<file path="src/sv/tcw_pkg.sv">
// ----------------------------------------------------------------------------
// tcw_pkg
// Types and constants shared by the text console writer modules.
// ----------------------------------------------------------------------------
package tcw_pkg;

    localparam logic [2:0] MODE_PUTC  = 3'd0;
    localparam logic [2:0] MODE_KEY   = 3'd1;
    localparam logic [2:0] MODE_CLEAR = 3'd2;
    localparam logic [2:0] MODE_SET   = 3'd3;
    localparam logic [2:0] MODE_RIGHT = 3'd4;
    localparam logic [2:0] MODE_LEFT  = 3'd5;
    localparam logic [2:0] MODE_READ  = 3'd6;

    localparam logic [7:0] CHAR_BS    = 8'h08;
    localparam logic [7:0] CHAR_LF    = 8'h0A;
    localparam logic [7:0] CHAR_CR    = 8'h0D;
    localparam logic [7:0] CHAR_BLANK = 8'h20;
    localparam logic [7:0] CHAR_FILL  = 8'h00;

    localparam logic [7:0] ATTR0_RST = 8'h30;
    localparam logic [7:0] ATTR1_RST = 8'h40;
    localparam logic [7:0] ATTR2_RST = 8'h50;

    localparam logic [1:0] REG_ATTR0 = 2'd0;
    localparam logic [1:0] REG_ATTR1 = 2'd1;
    localparam logic [1:0] REG_ATTR2 = 2'd2;

    // Command handed from the front end to the back end.
    typedef struct packed {
        logic [2:0] mode;
        logic [1:0] terminal;
        logic [7:0] char_code;
        logic [6:0] pos_x;
        logic [4:0] pos_y;
        logic       bad_term;
    } t_cmd;

    typedef enum logic [2:0] {
        ST_WIPE,
        ST_IDLE,
        ST_READ,
        ST_SCROLL_RD,
        ST_SCROLL_WR,
        ST_CLEAR,
        ST_DONE
    } t_state;

endpackage

</file>
<file path="src/sv/tcw_front.sv">
// ----------------------------------------------------------------------------
// tcw_front
// Accepts commands, classifies the terminal and holds them in a two-entry queue.
// ----------------------------------------------------------------------------
module tcw_front
    import tcw_pkg::*;
#(
    parameter int TERMINAL_COUNT = 3
) (
    input  logic       i_clk,
    input  logic       i_rst_n,
    input  logic       i_push,
    input  logic [2:0] i_mode,
    input  logic [1:0] i_terminal,
    input  logic [7:0] i_char_code,
    input  logic [6:0] i_pos_x,
    input  logic [4:0] i_pos_y,
    output logic       o_full,
    output logic       o_valid,
    output t_cmd       o_cmd,
    input  logic       i_pop
);

    t_cmd       r_q [2];
    logic       r_wp, r_rp;
    logic [1:0] r_cnt;
    t_cmd       n_cmd;

    always_comb begin
        n_cmd.mode      = i_mode;
        n_cmd.terminal  = i_terminal;
        n_cmd.char_code = i_char_code;
        n_cmd.pos_x     = i_pos_x;
        n_cmd.pos_y     = i_pos_y;
        n_cmd.bad_term  = ({2'b00, i_terminal} >= 4'(TERMINAL_COUNT));
    end

    always_ff @(posedge i_clk) begin
        if (!i_rst_n) begin
            r_wp  <= 1'b0;
            r_rp  <= 1'b0;
            r_cnt <= '0;
        end else begin
            if (i_push) r_wp <= ~r_wp;
            if (i_pop)  r_rp <= ~r_rp;
            r_cnt <= r_cnt + 2'(i_push) - 2'(i_pop);
        end
        if (i_push) r_q[r_wp] <= n_cmd;
    end

    assign o_full  = (r_cnt == 2'd2);
    assign o_valid = (r_cnt != 2'd0);
    assign o_cmd   = r_q[r_rp];

endmodule

</file>
<file path="config.mk">
export PLATFORM = sky130hd
export DESIGN_NAME = tcw_front
export DESIGN_NICKNAME = d
export VERILOG_FILES = /design/src/sv/tcw_pkg.sv /design/src/sv/tcw_front.sv
export SDC_FILE = /design/constraint.sdc
export NUM_CORES = 1
export LEC_CHECK = 0
export ABC_AREA = 0
export BUFFER_PORTS_ARGS = -buffer_cell sky130_fd_sc_hd__buf_2
export CORE_UTILIZATION = 50
export DETAILED_ROUTE_END_ITERATION = 10
export PLACE_DENSITY = 0.8
export SETUP_SLACK_MARGIN = 0.02
export SYNTH_ARGS = -nofsm -noshare
export SYNTH_HDL_FRONTEND = slang
export SYNTH_SLANG_ARGS = --single-unit
</file>
<file path="constraint.sdc">
create_clock -name i_clk -period 2.55 [get_ports i_clk]
set_input_delay 0.6375 -clock i_clk [delete_from_list [all_inputs] [get_ports i_clk]]
set_output_delay 0.6375 -clock i_clk [all_outputs]
set_load 0.02 [all_outputs]
</file>
# --- After elaboration in Yosys (flattened, before gate mapping) ---
# Memory sizes are Yosys's and may differ from the RTL's. A register that Yosys moved wholly into a read port is not among the register bits.
# Index checks and enable logic that the tools add are counted.
classes:
  eq_ne: 1
  reduce_logical: 1
  add_sub_neg: 2
  magnitude_cmp: 1
  bitwise: 2
  n_mux: 4
ops:
  columns: ["operator", "n"]
  rows:
  - ["$mux W1", 4]
  - ["$add A2 B1 Y2", 1]
  - ["$eq A2 B2 Y1 const B", 1]
  - ["$ge A2 B2 Y1 const B", 1]
  - ["$not A1 Y1", 2]
  - ["$reduce_bool A2 Y1", 1]
  - ["$sub A2 B1 Y2", 1]
totals:
  output_inout_bits: 28
  elab_cells: 15
  regBits: 4
  mem_count: 1
  ram_bits: 52
memory_table:
  columns: ["memory", "depth", "word_bits", "rd", "rd_ports_with_merged_regs", "write_ports", "line_no", "rtl"]
  rows:
  - ["r_q", 2, 26, 1, 1, 1, "tcw_front.sv:24", "t_cmd r_q [2];"]

# --- Logic depth before layout (Yosys ltp) ---
# Gate-level depths: netlist (run 1).
logic_depth:
  ltp_word: 3
  ltp_mapped: 6
  mapped_depth_nobuf: 6

# --- Worst setup path before layout (run 1) ---
# Ideal clock, no wire load.
synth_path:
  kind: "input -> register"
  startpoint: "input port i_push"
  endpoint: "memory r_q[0][0] (netlist name) (enable)"
  cell_stages: 1
  t_required_ps: 2137
  setup_slack_ps: 277
  t_arrival_ps: 1860
  setup_ps: 413
  path_cell_list: "nor2b_1"
synth_via:
  elab_chain_len: 2
synth_rtl:
  columns: ["element", "line_no", "rtl"]
  rows:
  - ["from (decl)", "tcw_front.sv:12", "input logic i_push,"]
  - ["$mux W1", "tcw_front.sv:48", "if (i_push) r_q[r_wp] <= n_cmd;"]
  - ["$mux W1 (implied by the code)", "tcw_front.sv:48", null]
  - ["to (decl)", "tcw_front.sv:24", null]
# No other way between the ends.

==> results of run 1 <==
[sequential cells by signal, summed over array words and instances, names as in the netlist, named ones only]
register  count
r_q          52
r_rp          1
r_wp          1
r_cnt         2
[worst max-delay path by stage]
stage | end | startpoint | cells past startpoint | slack, ps
after floorplan | r_q[0][0]$_DFFE_PP_ | i_push | 1 | 280
after global placement | o_cmd[23] | flop | 3 | 790
after detailed placement | o_cmd[23] | flop | 3 | 760
after CTS | o_cmd[23] | flop | 3 | 400
after global routing | o_cmd[23] | flop | 3 | 370
final | o_cmd[25] | flop | 3 | 430
[layout make-up]
class | instances | area [µm²]
fill | 285 | 1411
timing repair buffer | 60 | 322.8
clock buffer | 10 | 127.6
tap | 50 | 62.56
clock inverter | 6 | 25.02
inverter | 2 | 7.507
sequential | 57 | 1662
multi-input combinational | 41 | 496.7
[routing by layer]
metal,track usage (%),vias up,part of all wire (%)
met5,0,-,0
met4,10.16,0,1.3
met3,6.086,5,6.7
met2,26.23,41,53
met1,19.80,510,39
li1,-,528,-
[kinds of logic after synthesis]
kind of cell | after synthesis | share of synthesized area, %
mux | 26 | 16.61
compound gates | 1 | 0.3391
xor+xnor | 2 | 1.412
flops | 57 | 75.03
fa+ha+maj | 2 | 1.130
buf+inv | 5 | 2.656
simple gates | 10 | 2.825
[power by group through the flow]
stage	clock network (µW)	registers, µW	logic (µW)
6_report	644	1100	310
5_1_grt	706	1100	336
4_1_cts	657	1100	315
3_5_place_dp	0	1120	314
3_3_place_gp	0	1110	301
2_1_floorplan	0	1110	227
[metrics by stage]
step | power, µW | instance area [µm²] | std cells
after floorplan | 1340 | 2215 | 103
after global placement | 1414 | 2551 | 210
after detailed placement | 1432 | 2551 | 210
after CTS | 2071 | 2704 | 226
after global routing | 2144 | 2704 | 226
final | 2052 | 2704 | 226
[synthesized netlist by cell type]
library cell	number	area [µm²]
sky130_fd_sc_hd__xor2_1	1	8.760
sky130_fd_sc_hd__or2_2	1	6.260
sky130_fd_sc_hd__inv_1	2	7.510
sky130_fd_sc_hd__xnor3_1	1	22.52
sky130_fd_sc_hd__buf_6	1	11.26
sky130_fd_sc_hd__mux2_2	6	67.56
sky130_fd_sc_hd__and2_1	5	31.28
sky130_fd_sc_hd__nor2b_1	4	25.02
sky130_fd_sc_hd__buf_12	2	40.04
sky130_fd_sc_hd__ha_1	2	25.02
sky130_fd_sc_hd__o21a_1	1	7.510
sky130_fd_sc_hd__mux2_4	20	300.3
sky130_fd_sc_hd__edfxtp_1	52	1562
sky130_fd_sc_hd__dfxtp_1	5	100.1
[worst register-to-register path, cell delays in order (launching register included)]
cell,delay [ps]
sky130_fd_sc_hd__dfxtp_1,350
sky130_fd_sc_hd__and2_1,460
sky130_fd_sc_hd__buf_12,230
==> impl_results.html, run 1 <==
<table>
<tr><th>Metric</th><th>Value</th></tr>
<tr><th colspan="2">Floorplan</th></tr>
<tr><td>Vertical die dimension</td><td>68.55 µm</td></tr>
<tr><td>Cell Rows</td><td>23</td></tr>
<tr><td>Die Wd</td><td>68.55 µm</td></tr>
<tr><td>Num ports</td><td>57</td></tr>
<tr><td>Initial Util</td><td>53.82%</td></tr>
<tr><td>Full die area</td><td>0.004699 mm²</td></tr>
<tr><td>Floorplan Core Area</td><td>0.004115 mm²</td></tr>
<tr><th colspan="2">Worst setup path</th></tr>
<tr><td>Critical path launch point type</td><td>flop</td></tr>
<tr><td>CP required</td><td>1910 ps</td></tr>
<tr><td>Maximum fanout along the worst path</td><td>17</td></tr>
<tr><td>Capture point of the worst reg-to-reg path</td><td>r_q[1][9]$_DFFE_PP_</td></tr>
<tr><td>Startpoint of the worst-slack reg-to-reg timing path</td><td>r_wp$_SDFFE_PN0P_</td></tr>
<tr><td>Worst Path Arrival</td><td>1480 ps</td></tr>
<tr><td>Gate family responsible for the most delay along the worst path</td><td>buffers and inverters</td></tr>
<tr><td>Critical Path Slowest Stage Cell</td><td>sky130_fd_sc_hd__mux2_2</td></tr>
<tr><td>FF-to-FF path depth</td><td>2</td></tr>
<tr><td>Register-to-Register Setup Slack</td><td>1220 ps</td></tr>
<tr><td>Critical path, cell by cell</td><td>buf_4, mux2_2, buf_2</td></tr>
<tr><td>Kind of critical path</td><td>flop to output port</td></tr>
<tr><td>Setup crit end kind</td><td>output port</td></tr>
<tr><td>Critical path buffers and inverters</td><td>2</td></tr>
<tr><td>Critical path's largest stage delay</td><td>370 ps</td></tr>
<tr><th colspan="2">Power and ir drop</th></tr>
<tr><td>IR drop worst, VDD</td><td>0.4306 mV</td></tr>
<tr><td>Leak pwr</td><td>0.001100 µW</td></tr>
<tr><td>Fraction of power consumed by sequential logic</td><td>53.5%</td></tr>
<tr><td>Pint</td><td>1563 µW</td></tr>
<tr><td>Switching power share of the total</td><td>23.82%</td></tr>
<tr><td>Clk network pwr share</td><td>31.4%</td></tr>
<tr><td>Switch Pwr</td><td>488.9 µW</td></tr>
<tr><td>Power density relative to cell area</td><td>758.9 mW/mm²</td></tr>
<tr><td>Logic gate share of total power</td><td>15.1%</td></tr>
<tr><th colspan="2">Routing</th></tr>
<tr><td>First-pass detailed-route iteration total</td><td>4</td></tr>
<tr><td>Detailed Route Iter0 Violations</td><td>39</td></tr>
<tr><td>Average wire per cell in the routed design</td><td>15.26 µm</td></tr>
<tr><td>Final wirelength</td><td>3.448 mm</td></tr>
<tr><td>Number of nets still failing antenna checks after routing</td><td>0</td></tr>
<tr><td>Drc violations</td><td>0</td></tr>
<tr><td>Via total after detailed routing</td><td>1084</td></tr>
<tr><td>Detailed-route vias per instance</td><td>4.796</td></tr>
<tr><th colspan="2">Logic synthesis</th></tr>
<tr><td>Net count after synthesis</td><td>134</td></tr>
<tr><td>Post-synthesis cell area</td><td>0.002215 mm²</td></tr>
<tr><td>Number of distinct library cells after synthesis</td><td>14</td></tr>
<tr><td>#FFs+latches synth</td><td>57</td></tr>
<tr><td>Synthesized area per cell</td><td>21.50 µm²</td></tr>
<tr><td>Synthesized instance count</td><td>103</td></tr>
<tr><td>Synthesis warning total</td><td>0</td></tr>
<tr><td>Proportion of synthesized chip area in sequential cells</td><td>75.03%</td></tr>
<tr><th colspan="2">Timing</th></tr>
<tr><td>Hold Vio Cnt, Final</td><td>0</td></tr>
<tr><td>Fmax</td><td>471.8 MHz</td></tr>
<tr><td>Slew at the pin with the worst max-slew slack</td><td>508.0 ps</td></tr>
<tr><td>Fin Hold WS</td><td>502.5 ps</td></tr>
<tr><td>Setup repair after global routing missed its margin</td><td>no</td></tr>
<tr><td>Final critical-path share of the clock period</td><td>83.11%</td></tr>
<tr><td>Max-slew violation count</td><td>0</td></tr>
<tr><td>Setup_tns</td><td>0 ps</td></tr>
<tr><td>Tmin final</td><td>2119 ps</td></tr>
<tr><td>Crit path setup slack, layout</td><td>430.6 ps</td></tr>
<tr><td>Skew final</td><td>3.038 ps</td></tr>
<tr><td>Relative slew slack</td><td>66.13%</td></tr>
<tr><td>Total of endpoints with negative setup slack in the final report</td><td>0</td></tr>
<tr><th colspan="2">CTS</th></tr>
<tr><td>Sinks on Clock Net</td><td>57</td></tr>
<tr><td>Buffers inserted by post-CTS timing repair</td><td>0</td></tr>
<tr><td>Clock-pin slew of the registers on the worst-case setup and hold paths</td><td>60 ps</td></tr>
<tr><td>Hold-fix buffers at CTS</td><td>0</td></tr>
<tr><td>Cts bufs inserted</td><td>9</td></tr>
<tr><td>Source-to-sink clock delay at the later pin of the worst-skew pair</td><td>320 ps</td></tr>
<tr><td>CTS tree</td><td>done</td></tr>
<tr><td>Resized cells post-CTS</td><td>0</td></tr>
<tr><td>Clock H-tree levels</td><td>3</td></tr>
<tr><td>Bufs on Longest Clock Path</td><td>2</td></tr>
<tr><td>Clock tree root driver cell</td><td>sky130_fd_sc_hd__clkbuf_8</td></tr>
<tr><th colspan="2">Global route</th></tr>
<tr><td>Overall fraction of global-route tracks in use</td><td>16.77%</td></tr>
<tr><td>Number of global-route vias before repair</td><td>1065</td></tr>
<tr><td>Remaining global-route overflow</td><td>0</td></tr>
<tr><td>Maximum number of pins on one net before global-route repair</td><td>26</td></tr>
<tr><td>Global-route wire length before repair</td><td>5.147 mm</td></tr>
<tr><td>Antenna violations before repair</td><td>0</td></tr>
<tr><th colspan="2">Layout</th></tr>
<tr><td>Post-layout nets</td><td>202</td></tr>
<tr><td>Fraction of final layout cells with drive strength greater than 1</td><td>56.25%</td></tr>
<tr><td>Most common cell after layout, fill and taps aside</td><td>sky130_fd_sc_hd__buf_2</td></tr>
<tr><td>P&amp;R area growth vs syn</td><td>22.09%</td></tr>
<tr><td>Final cell utilization of the core</td><td>65.70%</td></tr>
<tr><td>Commonest non-fill, non-tap cells in the layout</td><td>sky130_fd_sc_hd__buf_2 (56), sky130_fd_sc_hd__edfxtp_1 (52), sky130_fd_sc_hd__mux2_4 (20)</td></tr>
<tr><td>Number of diodes</td><td>0</td></tr>
<tr><th colspan="2">Min path</th></tr>
<tr><td>Hold Path Cell Cnt</td><td>1</td></tr>
<tr><td>End point of the most critical hold path</td><td>r_q[0][16]$_DFFE_PP_</td></tr>
<tr><td>Startpoint of the most critical hold path</td><td>i_char_code[3]</td></tr>
<tr><td>Worst Hold Class</td><td>primary input to flop</td></tr>
<tr><th colspan="2">Placed design</th></tr>
<tr><td>Port Buffer Count</td><td>56</td></tr>
<tr><td>Placer Congestion</td><td>0.6086</td></tr>
<tr><td>HPWL reported at the end of detailed placement</td><td>2.440 mm</td></tr>
<tr><td>Post-placement setup slack</td><td>756.7 ps</td></tr>
<tr><th colspan="2">Flow run</th></tr>
<tr><td>Number of maximum-capacitance violations</td><td>0</td></tr>
<tr><th colspan="2">Outcome</th></tr>
<tr><td>Result of the run</td><td>finished, final reports clean</td></tr>
</table>
Power figures use the tool's default switching activity.
==> run 2: changes to the inputs <==
--- a/config.mk
+++ b/config.mk
@@ -7,9 +7,9 @@
 export LEC_CHECK = 0
 export ABC_AREA = 0
 export BUFFER_PORTS_ARGS = -buffer_cell sky130_fd_sc_hd__buf_2
-export CORE_UTILIZATION = 50
+export CORE_UTILIZATION = 47
 export DETAILED_ROUTE_END_ITERATION = 10
-export PLACE_DENSITY = 0.8
+export PLACE_DENSITY = 0.79
 export SETUP_SLACK_MARGIN = 0.02
 export SYNTH_ARGS = -nofsm -noshare
 export SYNTH_HDL_FRONTEND = slang
==> constraint.sdc (replaced) <==
create_clock -name i_clk -period 1.8 [get_ports i_clk]
set_input_delay 0.45 -clock i_clk [delete_from_list [all_inputs] [get_ports i_clk]]
set_output_delay 0.45 -clock i_clk [all_outputs]
set_load 0.02 [all_outputs]
==> impl_results.html, run 2 (synthesized netlist as in run 1, its figures left out) <==
<table>
<tr><th>Metric</th><th>Value</th></tr>
<tr><th colspan="2">Routing</th></tr>
<tr><td>Drc violations</td><td>10 (was 0)</td></tr>
<tr><td>First-pass detailed-route iteration total</td><td>6 (was 4)</td></tr>
<tr><td>Average wire per cell in the routed design</td><td>14.89 µm (was 15.26 µm)</td></tr>
<tr><td>Number of nets still failing antenna checks after routing</td><td>0 (unchanged)</td></tr>
<tr><td>Final wirelength</td><td>3.394 mm (was 3.448 mm)</td></tr>
<tr><td>Detailed Route Iter0 Violations</td><td>73 (was 39)</td></tr>
<tr><td>Via total after detailed routing</td><td>1096 (was 1084)</td></tr>
<tr><td>Detailed-route vias per instance</td><td>4.807 (was 4.796)</td></tr>
<tr><th colspan="2">CTS</th></tr>
<tr><td>Clock tree root driver cell</td><td>sky130_fd_sc_hd__clkbuf_8 (unchanged)</td></tr>
<tr><td>Hold-fix buffers at CTS</td><td>0 (unchanged)</td></tr>
<tr><td>Cts bufs inserted</td><td>9 (unchanged)</td></tr>
<tr><td>Buffers inserted by post-CTS timing repair</td><td>0 (unchanged)</td></tr>
<tr><td>Sinks on Clock Net</td><td>57 (unchanged)</td></tr>
<tr><td>Source-to-sink clock delay at the later pin of the worst-skew pair</td><td>320 ps (about the same)</td></tr>
<tr><td>Clock H-tree levels</td><td>3 (unchanged)</td></tr>
<tr><td>Bufs on Longest Clock Path</td><td>2 (unchanged)</td></tr>
<tr><td>Clock-pin slew of the registers on the worst-case setup and hold paths</td><td>60 ps (about the same)</td></tr>
<tr><td>CTS tree</td><td>done (unchanged)</td></tr>
<tr><th colspan="2">Outcome</th></tr>
<tr><td>Failing checks</td><td>design-rule violations, negative setup slack</td></tr>
<tr><td>Result of the run</td><td>finished, violations left (was finished, final reports clean)</td></tr>
<tr><th colspan="2">Layout</th></tr>
<tr><td>Commonest non-fill, non-tap cells in the layout</td><td>sky130_fd_sc_hd__edfxtp_1 (52), sky130_fd_sc_hd__buf_2 (39), sky130_fd_sc_hd__mux2_4 (21) (was sky130_fd_sc_hd__buf_2 (56), sky130_fd_sc_hd__edfxtp_1 (52), sky130_fd_sc_hd__mux2_4 (20))</td></tr>
<tr><td>Largest registers ranked by flip-flop count</td><td>r_q: 52 flops, r_cnt: 2 flops (unchanged)</td></tr>
<tr><td>P&amp;R area growth vs syn</td><td>32.09% (was 22.09%)</td></tr>
<tr><td>Fraction of final layout cells with drive strength greater than 1</td><td>57.95% (was 56.25%)</td></tr>
<tr><td>Final cell utilization of the core</td><td>65.82% (was 65.70%)</td></tr>
<tr><td>Number of diodes</td><td>0 (unchanged)</td></tr>
<tr><td>Filler cells</td><td>331 (was 285)</td></tr>
<tr><td>Max FFs per register</td><td>52 (unchanged)</td></tr>
<tr><td>Reg with most FFs</td><td>r_q (unchanged)</td></tr>
<tr><td>Most common cell after layout, fill and taps aside</td><td>sky130_fd_sc_hd__edfxtp_1 (was sky130_fd_sc_hd__buf_2)</td></tr>
<tr><td>Post-layout nets</td><td>203 (was 202)</td></tr>
<tr><th colspan="2">Power and ir drop</th></tr>
<tr><td>IR drop worst, VDD</td><td>0.8404 mV (was 0.4306 mV)</td></tr>
<tr><td>Power density relative to cell area</td><td>1126 mW/mm² (was 758.9 mW/mm²)</td></tr>
<tr><td>Leak pwr</td><td>0.001182 µW (was 0.001100 µW)</td></tr>
<tr><th colspan="2">Timing</th></tr>
<tr><td>Setup_tns</td><td>-49.57 ps (was 0 ps)</td></tr>
<tr><td>Final critical-path share of the clock period</td><td>100.8%</td></tr>
<tr><td>Total of endpoints with negative setup slack in the final report</td><td>5 (was 0)</td></tr>
<tr><td>Slew at the pin with the worst max-slew slack</td><td>153.1 ps (was 508.0 ps)</td></tr>
<tr><td>Hold Vio Cnt, Final</td><td>0 (unchanged)</td></tr>
<tr><td>Setup repair after global routing missed its margin</td><td>yes (was no)</td></tr>
<tr><td>Max-slew violation count</td><td>0 (unchanged)</td></tr>
<tr><td>Fmax</td><td>551.2 MHz</td></tr>
<tr><td>Skew final</td><td>3.177 ps (was 3.038 ps)</td></tr>
<tr><td>Relative slew slack</td><td>89.79% (was 66.13%)</td></tr>
<tr><td>Crit path setup slack, layout</td><td>-14.35 ps (was 430.6 ps)</td></tr>
<tr><td>Tmin final</td><td>1814 ps</td></tr>
<tr><th colspan="2">Floorplan</th></tr>
<tr><td>Initial Util</td><td>49.83% (was 53.82%)</td></tr>
<tr><td>Full die area</td><td>0.004991 mm² (was 0.004699 mm²)</td></tr>
<tr><td>Vertical die dimension</td><td>70.65 µm (was 68.55 µm)</td></tr>
<tr><td>Floorplan Core Area</td><td>0.004444 mm² (was 0.004115 mm²)</td></tr>
<tr><td>Num ports</td><td>57 (unchanged)</td></tr>
<tr><td>Cell Rows</td><td>24 (was 23)</td></tr>
<tr><td>Die Wd</td><td>70.65 µm (was 68.55 µm)</td></tr>
<tr><th colspan="2">Worst setup path</th></tr>
<tr><td>Maximum fanout along the worst path</td><td>9 (was 17)</td></tr>
<tr><td>Kind of critical path</td><td>flop to output port (unchanged)</td></tr>
<tr><td>Critical path launch point type</td><td>flop (unchanged)</td></tr>
<tr><td>Setup crit end kind</td><td>output port (unchanged)</td></tr>
<tr><td>CP required</td><td>1350 ps (was 1910 ps)</td></tr>
<tr><td>Worst Path Arrival</td><td>1360 ps (was 1480 ps)</td></tr>
<tr><th colspan="2">Placed design</th></tr>
<tr><td>Placer Congestion</td><td>0.6379 (was 0.6086)</td></tr>
<tr><td>HPWL reported at the end of detailed placement</td><td>2.244 mm (was 2.440 mm)</td></tr>
<tr><td>Port Buffer Count</td><td>56 (unchanged)</td></tr>
<tr><th colspan="2">Global route</th></tr>
<tr><td>Overall fraction of global-route tracks in use</td><td>14.86% (was 16.77%)</td></tr>
<tr><td>Global-route wire length before repair</td><td>5.168 mm (was 5.147 mm)</td></tr>
<tr><td>Antenna violations before repair</td><td>0 (unchanged)</td></tr>
<tr><td>Maximum number of pins on one net before global-route repair</td><td>28 (was 26)</td></tr>
<tr><td>Number of global-route vias before repair</td><td>1132 (was 1065)</td></tr>
<tr><td>Remaining global-route overflow</td><td>0 (unchanged)</td></tr>
<tr><th colspan="2">Min path</th></tr>
<tr><td>Worst Hold Class</td><td>primary input to flop (unchanged)</td></tr>
<tr><th colspan="2">Flow run</th></tr>
<tr><td>Number of maximum-capacitance violations</td><td>0 (unchanged)</td></tr>
</table>
run 2: final timing paths:
kind                  startpoint                    to  slack (ps)  cells after the start
max                         flop             o_cmd[24]         -10                      3
max reg2reg  r_cnt[0]$_SDFF_PN0_   r_cnt[1]$_SDFF_PN0_         570                      6
min reg2reg    r_rp$_SDFFE_PN0P_     r_rp$_SDFFE_PN0P_         590                      2
min                    i_mode[0]  r_q[0][23]$_DFFE_PP_         310                      1
run 2: worst max-delay path: stages, from the launching register on:
cell                      delay, ps
sky130_fd_sc_hd__dfxtp_4        390
sky130_fd_sc_hd__buf_8          150
sky130_fd_sc_hd__mux2_2         340
sky130_fd_sc_hd__buf_2          160
run 2: where the power goes:
group          total [µW]  switching (µW)  internal, µW
sequential           1560            29.8          1530
clock                1220             453           765
combinational         515             236           279
total                3290             719          2570
run 2: per-stage QoR:
step	hold WS, ps	area, µm²	std cells	power (µW)	setup slack, ps
2_1_floorplan	548.9	2217	103	1898	208.4
3_3_place_gp	569.5	2580	212	2018	330.3
3_5_place_dp	582.8	2580	212	2037	302.3
4_1_cts	295.7	2784	227	3261	-48.57
5_1_grt	291.5	2925	228	3412	-80.02
6_report	311.8	2925	228	3293	-14.35
run 2: layout make-up:
class | instances | area, µm² | share of cell area, %
Clock buffer | 11 | 131.4 | 4.491
Tap cell | 52 | 65.06 | 2.224
Sequential cell | 57 | 1665 | 56.93
Clock inverter | 4 | 68.82 | 2.352
Inverter | 2 | 7.507 | 0.2566
Multi-Input combinational cell | 41 | 500.5 | 17.11
Timing Repair Buffer | 61 | 486.7 | 16.64
run 2: repair_timing:
| item | in CTS | in global routing |
|---|---|---|
| setup endpoints to repair | 26 | 26 |
| cloned | 0 | 1 |
| resized for setup | 1 | 37 |
run 2: layer usage:
metal  vias to the layer above  GRT usage (%)  wire, µm
li1                        531              -         -
met1                       511          16.29      1366
met2                        48          24.27      1704
met3                         6          5.983       252
met4                         0          9.333        70
met5                         -              0         0
